[src/design/lrc_pkg.sv]
package lrc_pkg;

    localparam int KEY_W        = 32;
    localparam int CNT_W        = 32;
    localparam int CAP_W        = 5;
    localparam int WAYS_DEFAULT = 16;

    localparam logic [CAP_W-1:0] CAP_RESET = CAP_W'(16);

    // what one access does to the tag store
    typedef struct packed {
        logic hit;
        logic fill;
        logic evict;
    } t_action;

    // running totals, saturating
    typedef struct packed {
        logic [CNT_W-1:0] hit_total;
        logic [CNT_W-1:0] miss_total;
        logic [CNT_W-1:0] eviction_total;
    } t_totals;

endpackage

[src/design/lrc_lookup.sv]
module lrc_lookup #(
    parameter int WAYS = lrc_pkg::WAYS_DEFAULT,
    parameter int RW   = (WAYS > 1) ? $clog2(WAYS) : 1,
    parameter int OW   = $clog2(WAYS + 1)
) (
    input  logic [lrc_pkg::KEY_W-1:0] i_key,
    input  logic [lrc_pkg::KEY_W-1:0] i_tags [WAYS],
    input  logic [WAYS-1:0]           i_valid,
    input  logic [RW-1:0]             i_ranks [WAYS],
    input  logic [OW-1:0]             i_occ,
    input  logic [lrc_pkg::CAP_W-1:0] i_capacity,
    output lrc_pkg::t_action          o_action,
    output logic [WAYS-1:0]           o_sel_oh,
    output logic [RW-1:0]             o_sel_rank,
    output logic [lrc_pkg::KEY_W-1:0] o_ev_key
);
    import lrc_pkg::*;

    localparam int CW = (OW > CAP_W) ? OW : CAP_W;

    logic [WAYS-1:0] match;
    logic [WAYS-1:0] hit_oh;
    logic [WAYS-1:0] free;
    logic [WAYS-1:0] free_oh;
    logic [WAYS-1:0] vic;
    logic [WAYS-1:0] vic_oh;
    logic [RW-1:0]   vic_rank;
    logic [CW-1:0]   cap_ext;
    logic [CW-1:0]   eff_cap;
    logic            fill_ok;
    logic            hit;
    logic            fill;

    // LRU way holds the highest rank, which is occupancy - 1
    assign vic_rank = RW'(i_occ - OW'(1));

    always_comb begin
        for (int i = 0; i < WAYS; i++) begin
            match[i] = i_valid[i] && (i_tags[i] == i_key);
            vic[i]   = i_valid[i] && (i_ranks[i] == vic_rank);
        end
    end

    // isolate lowest set bit
    assign hit_oh  = match & (~match + WAYS'(1));
    assign free    = ~i_valid;
    assign free_oh = free & (~free + WAYS'(1));
    assign vic_oh  = vic & (~vic + WAYS'(1));

    // capacity clamped to 1..WAYS
    assign cap_ext = CW'(i_capacity);
    always_comb begin
        if (cap_ext == '0) begin
            eff_cap = CW'(1);
        end else if (cap_ext > CW'(WAYS)) begin
            eff_cap = CW'(WAYS);
        end else begin
            eff_cap = cap_ext;
        end
    end
    assign fill_ok = CW'(i_occ) < eff_cap;

    assign hit  = |match;
    assign fill = !hit && fill_ok && (|free);

    assign o_action.hit   = hit;
    assign o_action.fill  = fill;
    assign o_action.evict = !hit && !fill;

    assign o_sel_oh = hit ? hit_oh : (fill ? free_oh : vic_oh);

    always_comb begin
        o_sel_rank = '0;
        o_ev_key   = '0;
        for (int i = 0; i < WAYS; i++) begin
            if (o_sel_oh[i]) begin
                o_sel_rank = o_sel_rank | i_ranks[i];
            end
            if (vic_oh[i] && !hit && !fill) begin
                o_ev_key = o_ev_key | i_tags[i];
            end
        end
    end

endmodule

[src/design/lrc_stats.sv]
module lrc_stats (
    input  logic             i_clk,
    input  logic             i_rst_n,
    input  logic             i_strobe,
    input  lrc_pkg::t_action i_action,
    output lrc_pkg::t_totals o_totals
);
    import lrc_pkg::*;

    t_totals r_tot;
    t_totals n_tot;

    function automatic logic [CNT_W-1:0] sat_inc(input logic [CNT_W-1:0] v);
        return (&v) ? v : v + CNT_W'(1);
    endfunction

    always_comb begin
        n_tot = r_tot;
        if (i_strobe) begin
            if (i_action.hit) begin
                n_tot.hit_total = sat_inc(r_tot.hit_total);
            end else begin
                n_tot.miss_total = sat_inc(r_tot.miss_total);
            end
            if (i_action.evict) begin
                n_tot.eviction_total = sat_inc(r_tot.eviction_total);
            end
        end
    end

    always_ff @(posedge i_clk) begin
        if (!i_rst_n) begin
            r_tot <= '0;
        end else begin
            r_tot <= n_tot;
        end
    end

    assign o_totals = r_tot;

endmodule

[src/design/lru_cache_replacement_top.sv]
// Fully associative LRU tag store. One access key is taken per clock (start while busy is
// low; busy never rises) and its result appears on the o_ ports through the key and result
// registers, marked by o_result_valid for exactly one cycle. The receiver cannot stall: each
// result transaction must be captured in the cycle it is strobed, and a steady stream of one
// key per cycle gives one result per cycle. The rate is set by the single parallel compare of
// all ways and the rank update after it, both between the key and state/result registers. The
// user must write capacity through the config channel (always ready) only while idle; the
// block does not check it. Zero acts as one, above WAYS as WAYS. Totals saturate at all ones.
module lru_cache_replacement_top #(
    parameter int WAYS = lrc_pkg::WAYS_DEFAULT,
    parameter int RW   = (WAYS > 1) ? $clog2(WAYS) : 1,
    parameter int OW   = $clog2(WAYS + 1)
) (
    input  logic                      i_clk,
    input  logic                      i_rst_n,
    // access channel
    input  logic                      start,
    output logic                      busy,
    input  logic [lrc_pkg::KEY_W-1:0] i_access_key,
    // capacity write channel
    input  logic                      i_cfg_valid,
    output logic                      o_cfg_ready,
    input  logic [lrc_pkg::CAP_W-1:0] i_cfg_data,
    // result channel
    output logic                      o_result_valid,
    output logic                      o_hit,
    output logic                      o_evicted,
    output logic [lrc_pkg::KEY_W-1:0] o_evicted_key,
    output logic [lrc_pkg::CNT_W-1:0] o_hit_total,
    output logic [lrc_pkg::CNT_W-1:0] o_miss_total,
    output logic [lrc_pkg::CNT_W-1:0] o_eviction_total
);
    import lrc_pkg::*;

    // input register
    logic             r_in_vld;
    logic [KEY_W-1:0] r_key;

    // tag store state
    logic [KEY_W-1:0] r_tags  [WAYS];
    logic [WAYS-1:0]  r_valid;
    logic [RW-1:0]    r_ranks [WAYS];
    logic [OW-1:0]    r_occ;
    logic [CAP_W-1:0] r_capacity;

    // result register (totals live in lrc_stats)
    logic             r_res_vld;
    logic             r_hit;
    logic             r_evicted;
    logic [KEY_W-1:0] r_ev_key;

    // lookup outputs
    t_action          action;
    logic [WAYS-1:0]  sel_oh;
    logic [RW-1:0]    sel_rank;
    logic [KEY_W-1:0] ev_key;
    t_totals          totals;

    // one access per cycle; config is always taken
    assign busy        = 1'b0;
    assign o_cfg_ready = 1'b1;

    always_ff @(posedge i_clk) begin
        if (!i_rst_n) begin
            r_capacity <= CAP_RESET;
        end else if (i_cfg_valid && o_cfg_ready) begin
            r_capacity <= i_cfg_data;
        end
    end

    // stage 1: capture the key
    always_ff @(posedge i_clk) begin
        if (!i_rst_n) begin
            r_in_vld <= 1'b0;
        end else begin
            r_in_vld <= start && !busy;
        end
    end

    always_ff @(posedge i_clk) begin
        if (start && !busy) begin
            r_key <= i_access_key;
        end
    end

    // compare against every way, pick hit, free or LRU way
    lrc_lookup #(
        .WAYS (WAYS),
        .RW   (RW),
        .OW   (OW)
    ) u_lookup (
        .i_key      (r_key),
        .i_tags     (r_tags),
        .i_valid    (r_valid),
        .i_ranks    (r_ranks),
        .i_occ      (r_occ),
        .i_capacity (r_capacity),
        .o_action   (action),
        .o_sel_oh   (sel_oh),
        .o_sel_rank (sel_rank),
        .o_ev_key   (ev_key)
    );

    // stage 2: tag write into the selected way (a hit rewrites the same key)
    always_ff @(posedge i_clk) begin
        if (r_in_vld) begin
            for (int i = 0; i < WAYS; i++) begin
                if (sel_oh[i]) begin
                    r_tags[i] <= r_key;
                end
            end
        end
    end

    // selected way becomes MRU; ways more recent than it age by one.
    // On a fill every other valid way ages; on an eviction the victim is the
    // oldest so again every other valid way ages.
    always_ff @(posedge i_clk) begin
        if (!i_rst_n) begin
            r_valid <= '0;
            r_occ   <= '0;
            for (int i = 0; i < WAYS; i++) begin
                r_ranks[i] <= '0;
            end
        end else if (r_in_vld) begin
            for (int i = 0; i < WAYS; i++) begin
                if (sel_oh[i]) begin
                    r_valid[i] <= 1'b1;
                    r_ranks[i] <= '0;
                end else if (r_valid[i] && (action.fill || r_ranks[i] < sel_rank)) begin
                    r_ranks[i] <= r_ranks[i] + RW'(1);
                end
            end
            if (action.fill) begin
                r_occ <= r_occ + OW'(1);
            end
        end
    end

    lrc_stats u_stats (
        .i_clk    (i_clk),
        .i_rst_n  (i_rst_n),
        .i_strobe (r_in_vld),
        .i_action (action),
        .o_totals (totals)
    );

    always_ff @(posedge i_clk) begin
        if (!i_rst_n) begin
            r_res_vld <= 1'b0;
        end else begin
            r_res_vld <= r_in_vld;
        end
    end

    always_ff @(posedge i_clk) begin
        if (r_in_vld) begin
            r_hit     <= action.hit;
            r_evicted <= action.evict;
            r_ev_key  <= ev_key;
        end
    end

    assign o_result_valid   = r_res_vld;
    assign o_hit            = r_hit;
    assign o_evicted        = r_evicted;
    assign o_evicted_key    = r_ev_key;
    assign o_hit_total      = totals.hit_total;
    assign o_miss_total     = totals.miss_total;
    assign o_eviction_total = totals.eviction_total;

    // every accepted key yields a strobed result through the key and result registers
    a_result_latency: assert property (@(posedge i_clk) disable iff (!i_rst_n)
        (start && !busy) |-> ##2 o_result_valid)
        else $error("result strobe missing after accepted access");

    // occupancy tracks the valid bits
    a_occ_matches_valid: assert property (@(posedge i_clk) disable iff (!i_rst_n)
        $countones(r_valid) == int'(r_occ))
        else $error("occupancy count out of step with valid bits");

    // a hit never evicts, and a result without an eviction reports a zero key
    a_hit_no_evict: assert property (@(posedge i_clk) disable iff (!i_rst_n)
        o_result_valid |-> !(o_hit && o_evicted))
        else $error("hit and eviction reported together");

    a_ev_key_zero: assert property (@(posedge i_clk) disable iff (!i_rst_n)
        (o_result_valid && !o_evicted) |-> (o_evicted_key == '0))
        else $error("evicted key nonzero without eviction");

endmodule

[config.mk]
export PLATFORM = sky130hd
export DESIGN_NAME = lru_cache_replacement_top
export DESIGN_NICKNAME = d
export VERILOG_FILES = /design/src/design/lrc_pkg.sv /design/src/design/lrc_lookup.sv /design/src/design/lrc_stats.sv /design/src/design/lru_cache_replacement_top.sv
export SDC_FILE = /design/constraint.sdc
export NUM_CORES = 2
export LEC_CHECK = 0
export CAP_MARGIN = 30
export CORE_UTILIZATION = 45
export DETAILED_ROUTE_END_ITERATION = 10
export DONT_BUFFER_PORTS = 1
export SYNTH_ARGS = -nofsm -noshare
export SYNTH_HDL_FRONTEND = slang
export SYNTH_SLANG_ARGS = --single-unit
[constraint.sdc]
create_clock -name i_clk -period 7.2 [get_ports i_clk]
set_input_delay 0.72 -clock i_clk [delete_from_list [all_inputs] [get_ports i_clk]]
set_output_delay 0.72 -clock i_clk [all_outputs]
set_load 0.05 [all_outputs]
## Word level (Yosys, flattened, before mapping)

Index checks and enable logic that the tools add are counted.

- Add/sub/neg operators: 24
- Magnitude comparators: 18
- Equal/unequal tests: 32
- Muxes and demuxes: 68
- Bitwise gates (word level): 41
- Reduce and logical (&&, ||, !) cells: 159

Operator list:

| operator | count |
|---|---|
| equality test 32 bit | 16 |
| 2-to-1 mux 32 bit | 16 |
| OR 32 bit | 15 |
| 2-to-1 mux 4 bit | 48 |
| adder 32 x 1 -> 32 bit, second input constant | 3 |
| AND reduction 32 bit | 3 |
| logical AND 1 bit | 83 |
| AND reduction 2 bit | 33 |
| adder 4 x 1 -> 4 bit, second input constant | 16 |
| equality test 4 bit | 16 |
| less-than comparator 4 bit | 16 |
| inverter 16 bit | 4 |
| OR 4 bit | 15 |
| adder 16 x 1 -> 16 bit, second input constant | 3 |
| bitwise AND 16 bit | 3 |
| 2-to-1 mux 16 bit | 2 |
| nonzero test 2 bit | 16 |
| OR reduction 16 bit | 2 |
| logical OR 1 bit | 16 |
| 2-to-1 mux 5 bit | 2 |
| AND reduction 3 bit | 3 |
| adder 5 x 1 -> 5 bit, second input constant | 1 |
| > comparator 5 bit, second input constant | 1 |
| zero test 5 bit | 1 |
| other kinds (4) | 8 |

- Flip-flop bits (word level): 766
- Bits of input ports: 41
- Output and inout port bits: 133
- Logic and storage cells: 401

## Longest topological paths before layout

- Word-level depth: 44
- Gate-level depth with buffers: 26
- Mapped depth without buffers: 23

## Cells and area by module

From an unflattened synthesis, not the netlist that was laid out.

- Cells, all modules: 3615
- Area total of the unflattened synthesis: 41380.9 um^2

Modules (own cells, without submodules):

| module | instances | cells each | area an instance (um^2) | sequential area each (um^2) |
|---|---|---|---|---|
| lru_cache_replacement_top | 1 | 1210 | 23052.1 | 19198.4 |
| lrc_lookup | 1 | 1805 | 13482.9 | 0.0 |
| lrc_stats | 1 | 600 | 4845.9 | 1921.8 |

## Worst setup path after synthesis

Ideal clock, no wire load.

- Kind: reg-to-reg
- Start: register r_occ[0]
- End: register r_ranks[25] (netlist bit)
- Setup time: 0.139 ns
- Arrival time: 6.597 ns
- Required time: 7.061 ns
- Path slack: 0.464 ns
- Cell stages (with the launch flop): 18
- Path buffers: 4
- Period minus slack after synthesis: 6.736 ns
- Path through: dfxtp_1 buf_2 buf_2 inv_1 ha_1 buf_2 buf_2 xnor2_1 nor4_1 a22oi_1 nand2_1 nand4b_1 o22ai_1 a21oi_1 nor4_1 nor2_1 o2111ai_1 o31ai_1

- Word-level cells in the longest chain between the ends: 44
- Elaborated cells on any way between the ends: 78
- Those cells by class: 2 x add/sub; 2 x order compare; 16 x eq/ne; 19 x mux; 17 x bitwise; 22 x reduce/logical

Ends and longest elaborated chain:

| what | line | RTL |
|---|---|---|
| from (decl) | lru_cache_replacement_top.sv:43 | `logic [OW-1:0] r_occ;` |
| from (signal assigned) | lru_cache_replacement_top.sv:135 | `r_occ <= r_occ + OW'(1);` |
| subtractor 4 x 1 -> 4 bit (*) | lrc_lookup.sv:35 | `assign vic_rank = RW'(i_occ - OW'(1));` |
| via u_lookup.vic_rank[0] | lrc_lookup.sv:27 | `logic [RW-1:0] vic_rank;` |
| equality test 4 bit | lrc_lookup.sv:40 | `vic[i] = i_valid[i] && (i_ranks[i] == vic_rank);` |
| logical AND 1 bit | lrc_lookup.sv:40 |  |
| inverter 16 bit | lrc_lookup.sv:48 | `assign vic_oh = vic & (~vic + WAYS'(1));` |
| adder 16 x 1 -> 16 bit | lrc_lookup.sv:48 |  |
| bitwise AND 16 bit (*) | lrc_lookup.sv:48 |  |
| 2-to-1 mux 16 bit (*) (2 in a row) | lrc_lookup.sv:70 | `assign o_sel_oh = hit ? hit_oh : (fill ? free_oh : vic_oh);` |
| (+28 left out) | n/a |  |
| 2-to-1 mux 4 bit | lrc_lookup.sv:76 | `if (o_sel_oh[i]) begin` |
| OR 4 bit | lrc_lookup.sv:77 | `o_sel_rank = o_sel_rank \| i_ranks[i];` |
| 2-to-1 mux 4 bit | lrc_lookup.sv:76 |  |
| less-than comparator 4 bit | lru_cache_replacement_top.sv:130 | `end else if (r_valid[i] && (action.fill \|\| r_ranks[i] < sel_rank)) begin` |
| logical OR 1 bit | lru_cache_replacement_top.sv:130 |  |
| logical AND 1 bit | lru_cache_replacement_top.sv:130 |  |
| nonzero test 2 bit (no line) | n/a |  |
| AND reduction 2 bit (no line) | n/a |  |
| to (signal, indexed assignment) | lru_cache_replacement_top.sv:131 | `r_ranks[i] <= r_ranks[i] + RW'(1);` |
| to (decl) | lru_cache_replacement_top.sv:42 | `logic [RW-1:0] r_ranks [WAYS];` |

Mark *: on every way through the listed nets, which the timed path passes. The rest lies on a longest branch.
A chain may end at the register's enable or synchronous reset.

## Final worst setup path

- Start: register r_key[11]
- End: register r_ranks[39] (netlist bit)

- Word-level cells in the longest chain between the ends: 44
- Elaborated cells on any way between the ends: 78
- Those cells by class: 1 x add/sub; 1 x order compare; 16 x eq/ne; 19 x mux; 17 x bitwise; 24 x reduce/logical

Ends and longest elaborated chain:

| what | line | RTL |
|---|---|---|
| from (decl) | lru_cache_replacement_top.sv:37 | `logic [KEY_W-1:0] r_key;` |
| from (signal assigned) | lru_cache_replacement_top.sv:82 | `r_key <= i_access_key;` |
| branches (longest 44 deep; another with adder 16 x 1 -> 16 bit) | n/a |  |

Several ways; the timed one is not identified.

==> metrics.txt <==
core area 83800 sq um; initial antenna violation count 5; hold buffer count at CTS 0; post-synth top area cell edfxtp_1; clk sink count 766; Layout Cells excl Fill 4474; Mapped Area 38200 sq um; TritonCTS clock tree done; Inst Count DP 4300; drt total wl 131 mm; FP Rows 106; Cells after Synth 3209; synth top area cells edfxtp_1 (45%), dfxtp_1 (9.8%), xor2_1 (8.4%), xnor2_1 (6.6%), a22oi_1 (2.7%); clock buffer depth 3; post-synth top area share 0.454; CP arrival 7.27 ns; I/O Pins 174; CP required 7.71 ns; Tightest Pin Transition 1.06 ns; number of global-route vias before repair 27100; via/cell ratio 6.32; CP max FO 14; Initial Util 0.456; Rel. slew slack 0.294; synthesized flop and latch total 766; Syn Nets 3323; Max Clk Rate 148 MHz; Total GRT Usage 0.299; P_leak 0.0147 uW; first-pass GRT wire length 189 mm; Slew Viols, Final 0; power per standard cell area 232 nW/um^2; drt wl/cell 29.4 microns; Pre-antenna DRT Iters 9; status finished, final reports clean; H-tree Lvls 3; Post-DRT Antenna Nets 0; clock-pin slew on the worst setup and hold paths 0.06 ns; design area 43100 sq um; most frequent cells after synthesis edfxtp_1 (578), xor2_1 (366), xnor2_1 (290); post-DP HPWL 92.2 mm; top_reg_cell synth edfxtp_1; crit start category flop; Synth Warn # 0; RSZ-0062 raised after global routing no; IO Port Bufs 0; DP Area 40100 sq um; minimum clock period 6.76 ns; peak supply drop 178 uV; clock root cell clkbuf_16; ratio of cells with drive above 1 in the final layout 0.108; sequential area share after synthesis 0.552; critical path type flop to flop; DRC viols 0; Hold WS 0.143 ns; MaxCap Viol Count 0; Post-Syn Area per Cell 11.9 sq um; clk_lat worst skew 0.67 ns; most used cell, CP buf_4; largest net degree at the start of global routing 76; final worst path period share 0.939; final setup fails 0; Post-synth EDFFs 578; Layout area overhead 12.8%; DIE AREA 86100 sq um; most common cell in the netlist edfxtp_1; Hold/Removal Path Class primary input to flop; Overflow after GRT 0; post-synthesis async set-or-reset flop share 0; Post-Route Skew 0.0624 ns; Routability Congestion 0.959; nets 3383; first-iteration detailed-routing DRC count 4596; Worst setup EP type flop; Worst path max stage delay 0.70 ns; worst path cell trace buf_4 > xor2_1 > nor4_1 > nand4_1 > nor4_4 > a311oi_1 > a41oi_1 > o21ai_0 > buf_4 > a222oi_1 > nand3_1 > a221oi_1 > and3_1 > buf_4 > ha_1 > o21ai_0 > nor2_1 > a211oi_1 > nand4_1 > mux2_2; Yosys cell types 85; total CTS buffers 85; DR vias 28300; Setup TNS 0 ns; Final Power 10000 uW; Final Hold Vio Count 0; Die Y 293 microns; Die W 293 microns; Slowest-stage cell, CP nor4_4
==> layout by cell type (no fill, tap or decap), types with 73 or more instances in the layout <==
cell / instances
nor2_1: 215
nand2_1: 134
xor2_1: 366
a22oi_1: 137
edfxtp_1: 578
nand3_1: 125
nor4_1: 79
clkbuf_16: 86
buf_4: 141
ha_1: 73
nand4_1: 136
dfxtp_1: 187
xnor2_1: 290
==> registers in the layout, indices dropped and copies added, names as in the netlist, 5 cells and up <==
signal            cells
r_capacity            5
r_tags              512
o_evicted_key        32
r_occ                 5
r_valid              16
u_stats.o_totals     96
r_ranks              64
r_key                32
==> logic make-up (layout without fill, tap and decap cells) <==
logic type,count (synthesis),after routing,synth area share
DFF,766,766,0.552
AOI/OAI and AO/OA,468,468,0.0952
buffers and inverters,238,367,0.0273
xor gates and xnor gates,677,677,0.162
adders and majority gates,73,73,0.0239
muxes,27,27,0.00723
other,2,4,0.000196
and+or+nand+nor,958,958,0.131
==> cell type report <==
| cell class | instances | area (sq um) |
|---|---|---|
| Tap cell | 1134 | 1420 |
| Multi-Input combinational cell | 2205 | 16200 |
| Clock inverter | 49 | 528 |
| Fill cell | 7227 | 40700 |
| Antenna cell | 2 | 5.00 |
| Clock buffer | 107 | 2290 |
| Inverter | 58 | 220 |
| Timing Repair Buffer | 153 | 1290 |
| Sequential cell | 766 | 21100 |
==> power breakdown <==
group | internal [uW] | total, uW | switching [uW]
logic | 238 | 700 | 463
clock network | 2530 | 4410 | 1880
registers | 4810 | 4900 | 84.8
total | 7580 | 10000 | 2430
==> final timing paths <==
kind	startpoint	endpoint	slack (ns)	depth (start not counted)
hold reg to reg	r_capacity[0]$_SDFFE_PN0P_	r_capacity[0]$_SDFFE_PN0P_	0.51	2
hold / removal	i_access_key[24]	r_key[24]$_DFFE_PP_	0.14	0
setup reg to reg	r_key[11]$_DFFE_PP_	r_ranks[39]$_SDFFE_PN0P_	0.44	20
setup / recovery	r_key[11]$_DFFE_PP_	r_ranks[39]$_SDFFE_PN0P_	0.44	20
==> metal layers <==
metal | track usage | vias to the layer above | wire [microns]
met1 | 0.409 | 14100 | 52700
li1 | - | 12200 | -
met2 | 0.474 | 1728 | 60400
met5 | 0 | - | 21
met4 | 0.113 | 4 | 5270
met3 | 0.0539 | 269 | 12900
==> through the flow <==
step           worst slack, ns   util
2_1_floorplan            0.464      -
3_3_place_gp             0.172  0.478
3_5_place_dp            0.0207  0.479
4_1_cts                 0.0525  0.512
5_1_grt                  0.171  0.514
6_report                 0.440  0.515
==> repair_timing <==
action,4_1_cts,5_1_grt
setup buffers,0,16
endpoints found under the setup margin,1,41
resized for setup,2,6
gates cloned,0,0
==> critical path, delay by kind of cell, from the launching register on <==
family	cells	cell delay [ns]
compound gates	7	2.13
simple gates	7	2.52
flops	1	0.51
fa+ha+maj	1	0.23
buf+inv	3	0.71
mux	1	0.29
xor+xnor	1	0.17
(Power assumes the default switching activity.)
